--- config.mk ---
export PLATFORM = sky130hd
export DESIGN_NAME = capture_trigger_controller
export DESIGN_NICKNAME = d
export VERILOG_FILES = /design/src/sv/ctc_pkg.sv /design/src/sv/ctc_cmd_asm.sv /design/src/sv/ctc_trig_core.sv /design/src/sv/capture_trigger_controller.sv
export SDC_FILE = /design/constraint.sdc
export NUM_CORES = 1
export LEC_CHECK = 0
export ABC_AREA = 0
export BUFFER_PORTS_ARGS = -buffer_cell sky130_fd_sc_hd__buf_2
export CAP_MARGIN = 20
export CORE_MARGIN = 2
export CORE_UTILIZATION = 50
export CTS_CLUSTER_SIZE = 12
export DETAILED_ROUTE_END_ITERATION = 16
export PLACE_DENSITY_LB_ADDON = 0.3
export SLEW_MARGIN = 20
export SYNTH_ARGS = -nofsm -noshare
export SYNTH_HDL_FRONTEND = slang
export SYNTH_SLANG_ARGS = --single-unit
--- constraint.sdc ---
create_clock -name clock -period 5.65 [get_ports clock]
set_clock_uncertainty 0.2 [all_clocks]
set_input_delay 1.13 -clock clock [delete_from_list [all_inputs] [get_ports clock]]
set_output_delay 1.13 -clock clock [all_outputs]
set_load 0.02 [all_outputs]
--- src/sv/ctc_pkg.sv ---
// Shared types and constants of the capture trigger controller.
package ctc_pkg;

   localparam int CMD_BYTES   = 16;
   localparam int MAGIC_BYTES = 4;

   localparam logic [3:0] LAST_BYTE   = 4'(CMD_BYTES - 1);
   localparam logic [3:0] MAGIC_LAST  = 4'(MAGIC_BYTES);

   localparam logic [7:0] MAX_FRAMES  = 8'd128;
   localparam logic [7:0] MAX_BLOCKS  = 8'd32;
   localparam logic [1:0] SKIP_BLOCKS = 2'd2;

   localparam logic [15:0] CODE_FLUSH      = 16'd1;
   localparam logic [15:0] CODE_CONTINUOUS = 16'd2;
   localparam logic [15:0] CODE_IDLE       = 16'd3;
   localparam logic [15:0] CODE_ARM_FRAMES = 16'd4;
   localparam logic [15:0] CODE_ARM_BLOCKS = 16'd5;
   localparam logic [15:0] CODE_STATUS     = 16'd6;

   localparam logic KIND_RESPONSE = 1'b0;
   localparam logic KIND_GRANT    = 1'b1;

   localparam logic FUNC_BYTE  = 1'b0;
   localparam logic FUNC_BLOCK = 1'b1;

   typedef enum logic [1:0] {
      MODE_CONT = 2'd0,
      MODE_IDLE = 2'd1,
      MODE_ARMF = 2'd2,
      MODE_ARMB = 2'd3
   } mode_type;

   typedef enum logic [1:0] {
      ST_OK          = 2'd0,
      ST_BAD_VERSION = 2'd1,
      ST_BAD_ARG     = 2'd2,
      ST_BAD_CMD     = 2'd3
   } status_type;

   typedef struct packed {
      logic        done;
      logic [15:0] version;
      logic [15:0] code;
      logic [31:0] seq;
      logic [31:0] arg;
   } cmd_type;

   typedef struct packed {
      logic        valid;
      logic        kind;
      logic [15:0] cmd_code;
      logic [31:0] cmd_seq;
      status_type  status_code;
      mode_type    mode_now;
      logic [31:0] resp_value;
      logic [7:0]  emit_frames;
      logic        triggered;
   } rsp_type;

   function automatic logic [7:0] magic_byte(input logic [1:0] idx);
      logic [7:0] b;
      case (idx)
         2'd0: b = "P";
         2'd1: b = "G";
         2'd2: b = "M";
         2'd3: b = "C";
         default: b = "P";
      endcase
      return b;
   endfunction

endpackage

--- src/sv/ctc_cmd_asm.sv ---
// Command link parser: magic word search and little-endian command assembly.
module ctc_cmd_asm
   import ctc_pkg::*;
(
   input  logic       clock,
   input  logic       reset,
   input  logic       step,
   input  logic [7:0] rx_byte,
   output cmd_type    cmd
);

   logic [3:0] count_ff, count_in;
   logic [7:0] bytes_ff [4:14];
   logic       store;

   always_comb begin
      count_in = count_ff;
      store    = 1'b0;
      cmd.done = 1'b0;
      if (step) begin
         if (count_ff < MAGIC_LAST) begin
            if (rx_byte == magic_byte(count_ff[1:0])) begin
               count_in = count_ff + 4'd1;
            end else if (rx_byte == magic_byte(2'd0)) begin
               count_in = 4'd1;
            end else begin
               count_in = 4'd0;
            end
         end else if (count_ff == LAST_BYTE) begin
            count_in = 4'd0;
            cmd.done = 1'b1;
         end else begin
            store    = 1'b1;
            count_in = count_ff + 4'd1;
         end
      end
      cmd.version = {bytes_ff[5], bytes_ff[4]};
      cmd.code    = {bytes_ff[7], bytes_ff[6]};
      cmd.seq     = {bytes_ff[11], bytes_ff[10], bytes_ff[9], bytes_ff[8]};
      cmd.arg     = {rx_byte, bytes_ff[14], bytes_ff[13], bytes_ff[12]};
   end

   always_ff @(posedge clock) begin
      if (reset) begin
         count_ff <= 4'd0;
      end else begin
         count_ff <= count_in;
      end
   end

   always_ff @(posedge clock) begin
      if (store) begin
         bytes_ff[count_ff] <= rx_byte;
      end
   end

endmodule

--- src/sv/ctc_trig_core.sv ---
// Trigger mode state, command execution and audio block grants.
module ctc_trig_core
   import ctc_pkg::*;
(
   input  logic        clock,
   input  logic        reset,
   input  logic        csr_we,
   input  logic [15:0] csr_wdata,
   input  cmd_type     cmd,
   input  logic        blk_step,
   input  logic [7:0]  block_frames,
   output rsp_type     rsp
);

   mode_type    mode_ff, mode_in;
   logic [7:0]  armed_ff, armed_in;
   logic [1:0]  skip_ff, skip_in;
   logic [15:0] version_ff;
   logic [7:0]  lim;
   logic [7:0]  take;
   logic        blk_ok;

   assign blk_ok = blk_step && (block_frames != 8'd0) && (block_frames <= MAX_FRAMES);

   always_comb begin
      mode_in  = mode_ff;
      armed_in = armed_ff;
      skip_in  = skip_ff;
      lim      = MAX_FRAMES;
      take     = 8'd0;

      rsp.valid       = 1'b0;
      rsp.kind        = KIND_RESPONSE;
      rsp.cmd_code    = 16'd0;
      rsp.cmd_seq     = 32'd0;
      rsp.status_code = ST_OK;
      rsp.resp_value  = 32'd0;
      rsp.emit_frames = 8'd0;

      if (cmd.done) begin
         rsp.valid      = 1'b1;
         rsp.cmd_code   = cmd.code;
         rsp.cmd_seq    = cmd.seq;
         rsp.resp_value = cmd.arg;
         if (cmd.version != version_ff) begin
            rsp.status_code = ST_BAD_VERSION;
            rsp.resp_value  = {16'd0, cmd.version};
         end else begin
            case (cmd.code)
               CODE_FLUSH: begin
                  rsp.resp_value = 32'd0;
               end
               CODE_CONTINUOUS, CODE_IDLE: begin
                  mode_in  = (cmd.code == CODE_CONTINUOUS) ? MODE_CONT : MODE_IDLE;
                  armed_in = 8'd0;
                  skip_in  = 2'd0;
               end
               CODE_ARM_FRAMES, CODE_ARM_BLOCKS: begin
                  lim = (cmd.code == CODE_ARM_FRAMES) ? MAX_FRAMES : MAX_BLOCKS;
                  if (cmd.arg == 32'd0 || cmd.arg > {24'd0, lim}) begin
                     rsp.status_code = ST_BAD_ARG;
                     rsp.resp_value  = {24'd0, lim};
                  end else begin
                     mode_in  = (cmd.code == CODE_ARM_FRAMES) ? MODE_ARMF : MODE_ARMB;
                     armed_in = cmd.arg[7:0];
                     skip_in  = SKIP_BLOCKS;
                  end
               end
               CODE_STATUS: begin
                  rsp.resp_value = {24'd0, armed_ff};
               end
               default: begin
                  rsp.status_code = ST_BAD_CMD;
               end
            endcase
         end
      end else if (blk_ok) begin
         rsp.valid = 1'b1;
         rsp.kind  = KIND_GRANT;
         case (mode_ff)
            MODE_IDLE: take = 8'd0;
            MODE_CONT: take = block_frames;
            default: begin
               if (skip_ff != 2'd0) begin
                  skip_in = skip_ff - 2'd1;
               end else if (armed_ff == 8'd0) begin
                  mode_in = MODE_IDLE;
               end else begin
                  if (mode_ff == MODE_ARMB) begin
                     take     = block_frames;
                     armed_in = armed_ff - 8'd1;
                  end else begin
                     take     = (block_frames < armed_ff) ? block_frames : armed_ff;
                     armed_in = armed_ff - take;
                  end
                  if (armed_in == 8'd0) begin
                     mode_in = MODE_IDLE;
                  end
               end
            end
         endcase
         rsp.emit_frames = take;
      end

      rsp.mode_now  = mode_in;
      rsp.triggered = (mode_in != MODE_CONT);
   end

   always_ff @(posedge clock) begin
      if (reset) begin
         mode_ff    <= MODE_CONT;
         armed_ff   <= 8'd0;
         skip_ff    <= 2'd0;
         version_ff <= 16'd1;
      end else begin
         mode_ff  <= mode_in;
         armed_ff <= armed_in;
         skip_ff  <= skip_in;
         if (csr_we) begin
            version_ff <= csr_wdata;
         end
      end
   end

endmodule

--- src/sv/capture_trigger_controller.sv ---
// Top level of the capture trigger controller: input stage, command parser, core and result register.
//
//  Channel  Direction  Payload
//  req_     in         tuser func; tdata rx_byte, block_frames
//  rsp_     out        tuser kind; tdata response or grant fields
//  csr_     in         expected_version, write only
//
// Each accepted item waits in the input register until the result register is free or being drained.
// One item is accepted per cycle while the result does not stall; the input register and the result register set that.
// Reset clears the stage valid bits, the mode state and sets the expected version to 1.
// A stalled result holds the input stage, and req_tready falls only when both are full.
module capture_trigger_controller
   import ctc_pkg::*;
(
   input  logic        clock,
   input  logic        reset,
   input  logic        req_tvalid,
   output logic        req_tready,
   input  logic [15:0] req_tdata,  // rx_byte, block_frames
   input  logic        req_tuser,  // func
   output logic        rsp_tvalid,
   input  logic        rsp_tready,
   output logic [95:0] rsp_tdata,  // cmd_code, cmd_seq, status_code, mode_now,
                                   // resp_value, emit_frames, triggered, zero fill
   output logic        rsp_tuser,  // kind
   input  logic        csr_we,
   input  logic [15:0] csr_wdata
);

   logic        in_valid_ff;
   logic [15:0] in_data_ff;
   logic        in_func_ff;
   logic        out_valid_ff;
   logic [95:0] out_data_ff;
   logic        out_kind_ff;
   logic        advance;
   cmd_type     cmd;
   rsp_type     rsp;

   assign advance    = in_valid_ff && (!out_valid_ff || rsp_tready);
   assign req_tready = !in_valid_ff || advance;

   ctc_cmd_asm u_cmd_asm (
      .clock   (clock),
      .reset   (reset),
      .step    (advance && (in_func_ff == FUNC_BYTE)),
      .rx_byte (in_data_ff[7:0]),
      .cmd     (cmd)
   );

   ctc_trig_core u_trig_core (
      .clock        (clock),
      .reset        (reset),
      .csr_we       (csr_we),
      .csr_wdata    (csr_wdata),
      .cmd          (cmd),
      .blk_step     (advance && (in_func_ff == FUNC_BLOCK)),
      .block_frames (in_data_ff[15:8]),
      .rsp          (rsp)
   );

   always_ff @(posedge clock) begin
      if (reset) begin
         in_valid_ff  <= 1'b0;
         out_valid_ff <= 1'b0;
      end else begin
         if (req_tready) begin
            in_valid_ff <= req_tvalid;
         end
         if (advance) begin
            out_valid_ff <= rsp.valid;
         end else if (rsp_tready) begin
            out_valid_ff <= 1'b0;
         end
      end
   end

   always_ff @(posedge clock) begin
      if (req_tready) begin
         in_data_ff <= req_tdata;
         in_func_ff <= req_tuser;
      end
      if (advance && rsp.valid) begin
         out_kind_ff <= rsp.kind;
         out_data_ff <= {3'd0, rsp.triggered, rsp.emit_frames, rsp.resp_value,
                         rsp.mode_now, rsp.status_code, rsp.cmd_seq, rsp.cmd_code};
      end
   end

   assign rsp_tvalid = out_valid_ff;
   assign rsp_tdata  = out_data_ff;
   assign rsp_tuser  = out_kind_ff;

   a_ready_low: assert property (@(posedge clock) disable iff (reset)
      !req_tready |-> (in_valid_ff && out_valid_ff && !rsp_tready))
      else $error("input stage stalled without a stalled result");

   a_trig_mode: assert property (@(posedge clock) disable iff (reset)
      rsp_tvalid |-> (rsp_tdata[92] == (rsp_tdata[51:50] != MODE_CONT)))
      else $error("triggered flag disagrees with mode");

   a_resp_no_frames: assert property (@(posedge clock) disable iff (reset)
      (rsp_tvalid && rsp_tuser == KIND_RESPONSE) |-> (rsp_tdata[91:84] == 8'd0))
      else $error("command response carries frames");

   a_grant_limit: assert property (@(posedge clock) disable iff (reset)
      (rsp_tvalid && rsp_tuser == KIND_GRANT) |->
         (rsp_tdata[91:84] <= MAX_FRAMES && rsp_tdata[83:0] == {32'd0, rsp_tdata[51:50], 50'd0}))
      else $error("grant fields out of range");

endmodule

Word-level counts from Yosys, hierarchy flattened --
Memories as Yosys holds them, arrays and structs flattened. A register that Yosys moved wholly into a read port is not among the register bits. Cells that the tools add are included.
Storage, ports and cells: memories kept 1, memory bits (writable) 88, output and inout port bits 99, input bits 38, flip-flop bits (word level) 145, logic and storage cells 144
Cells by class: equality and inequality tests 21, add/subtract/negate cells 4, bitwise gates (word level) 3, multiplexer cells 63, magnitude comparators 4, reductions and logical operators 34
Memory list:
- u_cmd_asm.bytes_ff | words 11, bits a word 8, read ports 11, clocked after memory_dff 4, write ports 1, RTL line ctc_cmd_asm.sv:13 | logic [7:0] bytes_ff [4:14];
Operator list (count):
- 8-bit two-way mux | 20
- 32-bit case mux with 3 select lines | 1
- 16-bit by 3-bit == test with 1-bit output, second input constant | 3
- 16-bit by 2-bit == test with 1-bit output, second input constant | 2
- 32-bit by 8-bit > comparator with 1-bit output | 1
- 32-bit zero test | 1
- 2-bit two-way mux | 16
- 32-bit two-way mux | 1
- 8-bit case mux with 2 select lines | 2
- 8-bit case mux with 4 select lines | 1
- 16-bit by 1-bit == test with 1-bit output, second input constant | 1
- 8-bit zero test | 2
- 16-bit two-way mux | 1
- 16-bit inequality test | 1
- 1-bit two-way mux | 15
- 4-bit two-way mux | 3
- 2-bit case mux with 2 select lines | 3
- 2-bit nonzero test | 5
- 2-bit OR reduction | 5
- 8-bit by 7-bit == test with 1-bit output, second input constant | 1
- 8-bit == test | 1
- 8-bit <= comparator, second input constant | 1
- 8-bit < comparator | 1
- 8-bit nonzero test | 1
- other kinds (20) | 40

Depth between registers and ports, before layout --
depth after elaboration 17, gate-level depth with buffers 18

By module --
Synthesis repeated with hierarchy kept, for this count alone.
Second synthesis, totals: cell total of the unflattened synthesis 729, area, all modules 9860.7 µm²
Modules (own cells, without submodules):
- capture_trigger_controller | cells an instance 127, area each 3467.1 µm², times used 1
- ctc_trig_core | cells an instance 442, area each 3209.3 µm², times used 1
- ctc_cmd_asm | cells an instance 160, area each 3184.3 µm², times used 1

Least setup slack after synthesis --
Ideal clock, no wire load.
path type in2reg, start input port rsp_tready, end register out_data_ff[0], in the netlist rsp_tdata[0] (enable), slack 586 ps, path buffers 3, setup time 885 ps, required time 4565 ps, cell stages on the path 6, arrival 3979 ps, cells stage by stage nor2b_1 or3_1 clkbuf_1 clkbuf_1 clkbuf_1 nand2_1
On the way: word-level cells in the longest chain between the ends 8, elaborated cells between the ends (all ways) 10
RTL lines:
- from (decl) | RTL line capture_trigger_controller.sv:22 | input logic rsp_tready,
- 1-bit logical OR (*) | RTL line capture_trigger_controller.sv:40 | assign advance = in_valid_ff && (!out_valid_ff || rsp_tready);
- 1-bit logical AND (*) | RTL line capture_trigger_controller.sv:40
- 1-bit logical AND | RTL line capture_trigger_controller.sv:57 | .blk_step (advance && (in_func_ff == FUNC_BLOCK)),
- 1-bit logical AND (2 in series) | RTL line ctc_trig_core.sv:23 | assign blk_ok = blk_step && (block_frames != 8'd0) && (block_frames <= MAX_FRAMES);
- 2-bit two-way mux | RTL line ctc_trig_core.sv:77 | end else if (blk_ok) begin
- 1-bit two-way mux | RTL line ctc_trig_core.sv:40 | if (cmd.done) begin
- 1-bit logical AND (*) | RTL line capture_trigger_controller.sv:83 | if (advance && rsp.valid) begin
- to (signal assigned) | RTL line capture_trigger_controller.sv:85 | out_data_ff <= {3'd0, rsp.triggered, rsp.emit_frames, rsp.resp_value,
- to (decl) | RTL line capture_trigger_controller.sv:34 | logic [95:0] out_data_ff;
Mark *: on every way between the ends. The rest lies on a longest branch, timed or not. A chain may end at the register's enable or synchronous reset.

Worst setup path after layout --
start register u_trig_core.armed_ff[7], end register u_trig_core.mode_ff[0]
On the way: word-level cells in the longest chain between the ends 16, elaborated cells between the ends (all ways) 18
RTL lines:
- from (decl) | RTL line ctc_trig_core.sv:16 | logic [7:0] armed_ff, armed_in;
- from (signal assigned) | RTL line ctc_trig_core.sv:117 | armed_ff <= armed_in;
- 8-bit < comparator | RTL line ctc_trig_core.sv:93 | take = (block_frames < armed_ff) ? block_frames : armed_ff;
- 8-bit two-way mux | RTL line ctc_trig_core.sv:93
- 8-bit subtractor | RTL line ctc_trig_core.sv:94 | armed_in = armed_ff - take;
- 8-bit two-way mux | RTL line ctc_trig_core.sv:89 | if (mode_ff == MODE_ARMB) begin
- 8-bit two-way mux | RTL line ctc_trig_core.sv:86 | end else if (armed_ff == 8'd0) begin
- 8-bit two-way mux | RTL line ctc_trig_core.sv:84 | if (skip_ff != 2'd0) begin
- 8-bit two-way mux | RTL line ctc_trig_core.sv:80 | case (mode_ff)
- 8-bit two-way mux | RTL line ctc_trig_core.sv:77
- 8-bit two-way mux | RTL line ctc_trig_core.sv:40
- 8-bit zero test | RTL line ctc_trig_core.sv:96 | if (armed_in == 8'd0) begin
- 2-bit two-way mux | RTL line ctc_trig_core.sv:96
- 2-bit two-way mux (*) | RTL line ctc_trig_core.sv:86
- 2-bit two-way mux (*) | RTL line ctc_trig_core.sv:84
- 2-bit two-way mux (*) | RTL line ctc_trig_core.sv:80
- 2-bit two-way mux (*) | RTL line ctc_trig_core.sv:77
- 2-bit two-way mux (*) | RTL line ctc_trig_core.sv:40
- to (signal assigned) | RTL line ctc_trig_core.sv:116 | mode_ff <= mode_in;
- to (decl) | RTL line ctc_trig_core.sv:15 | mode_type mode_ff, mode_in;
Mark *: on every way between the ends. The rest lies on a longest branch, timed or not. The select of a mux whose other input is x is not followed.

==> results.py <==
metrics = {
    "status": {
        "status": "finished clean",
    },
    "critical_path": {
        "cp_max_fo": 12,
        "crit_family": "compound AO/OA/AOI/OAI gates",
        "cp.arrival_ns": 4.81,
        "cp_slowest_cell": "a211oi_1",
        "crit_required_ns": 5.88,
        "crit_chain": "inv_1 -> ha_1 -> and3_1 -> a221o_1 -> a41oi_1 -> buf_4 -> nand2_1 -> o211ai_1 -> ha_1 -> inv_1 -> fa_1 -> a211oi_1 -> nor4b_1 -> nand4b_1 -> nor4_1 -> nand3_1 -> a211o_1 -> a21oi_1",
        "max_stage_delay_ns": 0.45,
        "worst-path-buf-inv": 3,
        "endpoint_kind": "flop",
        "path_class": "reg -> reg",
        "cp-start-kind": "flop",
    },
    "cts": {
        "cts.sinks": 233,
        "post_cts_resize_count": 0,
        "clkTransAtPathRegs_ns": 0.06,
        "cts_max_level": 1,
        "cts_tree": "done",
        "cts_made_buffers": 24,
        "postCtsHoldBufs": 0,
        "insertion_delay_ns": 0.51,
        "cts_setup_buffers": 0,
        "root_buffer": "clkbuf_16",
        "cts_buffer_depth": 3,
    },
    "pwr": {
        "p_leak_nw": 4.53,
        "max-vdd-ir-drop_mv": 0.276,
        "power_density_mw_per_mm2": 298,
        "finalPower_mw": 3.49,
    },
    "cells_and_area": {
        "fill_cells": 1540,
        "final_nets": 962,
        "syn_to_final_growth_pct": 16.6,
        "drive_gt1_share_pct": 21.6,
        "finalInstanceArea_mm2": 0.0117,
        "diodes": 0,
    },
    "yosys": {
        "ys_ff_latch": 233,
        "synth_edf_count": 199,
        "synthTopCellsByArea": "edfxtp_1, dfxtp_1, and2_1, ha_1, nor2_1",
        "synth_top_area_share_pct": 59.5,
        "syn_area_mm2": 0.0100,
        "synth_flop_cell": "edfxtp_1",
        "synth_most_common_cell": "edfxtp_1",
        "yosysTopAreaCell": "edfxtp_1",
        "yosys-top-cells-count": "edfxtp_1, nor2_1, and2_1",
        "async_reset_ff_share_pct": 0,
        "syn_area_per_cell_um2": 13.2,
        "yosysWarningCount": 0,
        "synth_cell_types": 68,
        "seq_area_frac_synth_pct": 66.3,
        "synthCells": 759,
    },
    "floorplan": {
        "die_h_um": 146,
        "num_rows": 51,
        "pin_count": 137,
        "core_mm2": 0.0196,
        "die_w_um": 146,
        "die_area_mm2": 0.0212,
        "initial_core_util_pct": 51.3,
    },
    "detailed_routing": {
        "routedWlPerCell_um": 18.5,
        "drc_errors": 0,
        "drt_wl_total_um": 21900,
        "vias": 6426,
        "vias_per_cell": 5.44,
        "ant_nets": 0,
        "dr.pass1.iters": 5,
        "drt-initial-drc-count": 559,
    },
    "grt": {
        "antenna_found_initial": 0,
        "grt_pass1_vias": 6213,
        "grt_first_pass_wirelength_um": 34700,
        "grt_max_degree": 77,
        "gr-total-overflow": 0,
        "grt_usage_pct": 20.7,
    },
    "flow_run": {
        "cap_violations": 0,
    },
    "sta": {
        "setup_violations": 0,
        "slew_viol_final": 0,
        "setup_tns_ns": 0,
        "finalCritPeriodShare_pct": 81.1,
        "hold_viol": 0,
        "fmax_ghz": 0.218,
        "worst_slew_pin_slew_ns": 0.949,
        "min_period_ns": 4.58,
        "rsz0062_at_grt": "false",
        "max_slew_margin_pct": 36.7,
    },
    "hold_path": {
        "hold_class": "reg -> reg",
    },
    "placement": {
        "port_buffers": 133,
        "hpwl_um": 14900,
        "postPlaceCellArea_mm2": 0.0110,
        "routabilityCongestion": 0.926,
    },
}
-- path summary, 6_finish.rpt --
| check | startpoint | to | slack [ns] | cells past startpoint |
|---|---|---|---|---|
| min reg2reg | u_cmd_asm.bytes_ff[11][6] | rsp_tdata[46] | 0.31 | 1 |
| max reg2reg | u_trig_core.armed_ff[7] | u_trig_core.mode_ff[0] | 1.07 | 18 |
| max | u_trig_core.armed_ff[7] | u_trig_core.mode_ff[0] | 1.07 | 18 |
| min | u_cmd_asm.bytes_ff[11][6] | rsp_tdata[46] | 0.31 | 1 |
-- state kept, by name, summed over array words and instances, names as in the netlist, 2 cells and up --
signal                  count
u_trig_core.version_ff     16
u_cmd_asm.count_ff          4
u_trig_core.armed_ff        8
in_data_ff                 16
u_trig_core.mode_ff         2
u_trig_core.skip_ff         2
rsp_tdata                  93
u_cmd_asm.bytes_ff         88
-- report_power, final --
part           switching, mW  internal (mW)  total (mW)
Clock                  0.609          0.842        1.45
Sequential            0.0245           1.88        1.90
Combinational         0.0808         0.0562       0.137
Total                  0.714           2.78        3.49
-- routing by layer --
layer	vias to the layer above	global-route usage, %	part of all wire, %
met5	-	0	0
met4	0	6.52	2.7
met3	47	3.35	6.3
met2	246	32.8	47
met1	3043	29.4	44
li1	3090	-	-
-- stage by stage --
stage          setup slack (ns)  hold slack [ns]  utilization (%)  cells
2_1_floorplan             0.586            0.263                -    761
3_3_place_gp               1.24            0.283             56.1   1138
3_5_place_dp               1.16            0.301             56.1   1138
4_1_cts                    1.13            0.315             59.7   1181
5_1_grt                   0.775            0.334             59.8   1181
6_report                   1.07            0.314             59.8   1181
-- cells by family after synthesis --
kind of cell               share of synthesized area, %
AOI/OAI and AO/OA                                  8.91
xor gates and xnor gates                           1.74
adders and majority gates                          3.19
buffers and inverters                              2.94
DFF                                                66.3
muxes                                              2.39
other                                            0.0373
and+or+nand+nor                                    14.5
-- cell type report --
cell class              count  area, µm²  area share [%]
flip-flops and latches    233       6660            56.8
repair buffers            146        763            6.52
inverters                  33        124            1.06
well taps                 265        332            2.83
clock buffers              40        702            5.99
multi-input cells         461       3120            26.6
clock inverters             3       15.0           0.128
-- placed cells by master, fill, tap and decap left out, types with 10 or more instances in the layout --
| cell type | Yosys | routed |
|---|---|---|
| a22oi_1 | 17 | 17 |
| ha_1 | 24 | 24 |
| nand2_1 | 31 | 30 |
| edfxtp_1 | 199 | 199 |
| buf_4 | 3 | 13 |
| nor4_1 | 12 | 12 |
| buf_2 | 5 | 133 |
| dfxtp_1 | 34 | 34 |
| a21oi_1 | 27 | 27 |
| nand3_1 | 13 | 13 |
| inv_1 | 33 | 33 |
| clkbuf_1 | 23 | 13 |
| mux2i_1 | 24 | 24 |
| xnor2_1 | 19 | 19 |
| and2_1 | 68 | 68 |
| nor2_1 | 77 | 77 |
| nor2b_1 | 10 | 10 |
| clkbuf_16 | 0 | 25 |
| o21ai_0 | 18 | 18 |
Note: power is estimated with default switching activity, not from simulation.
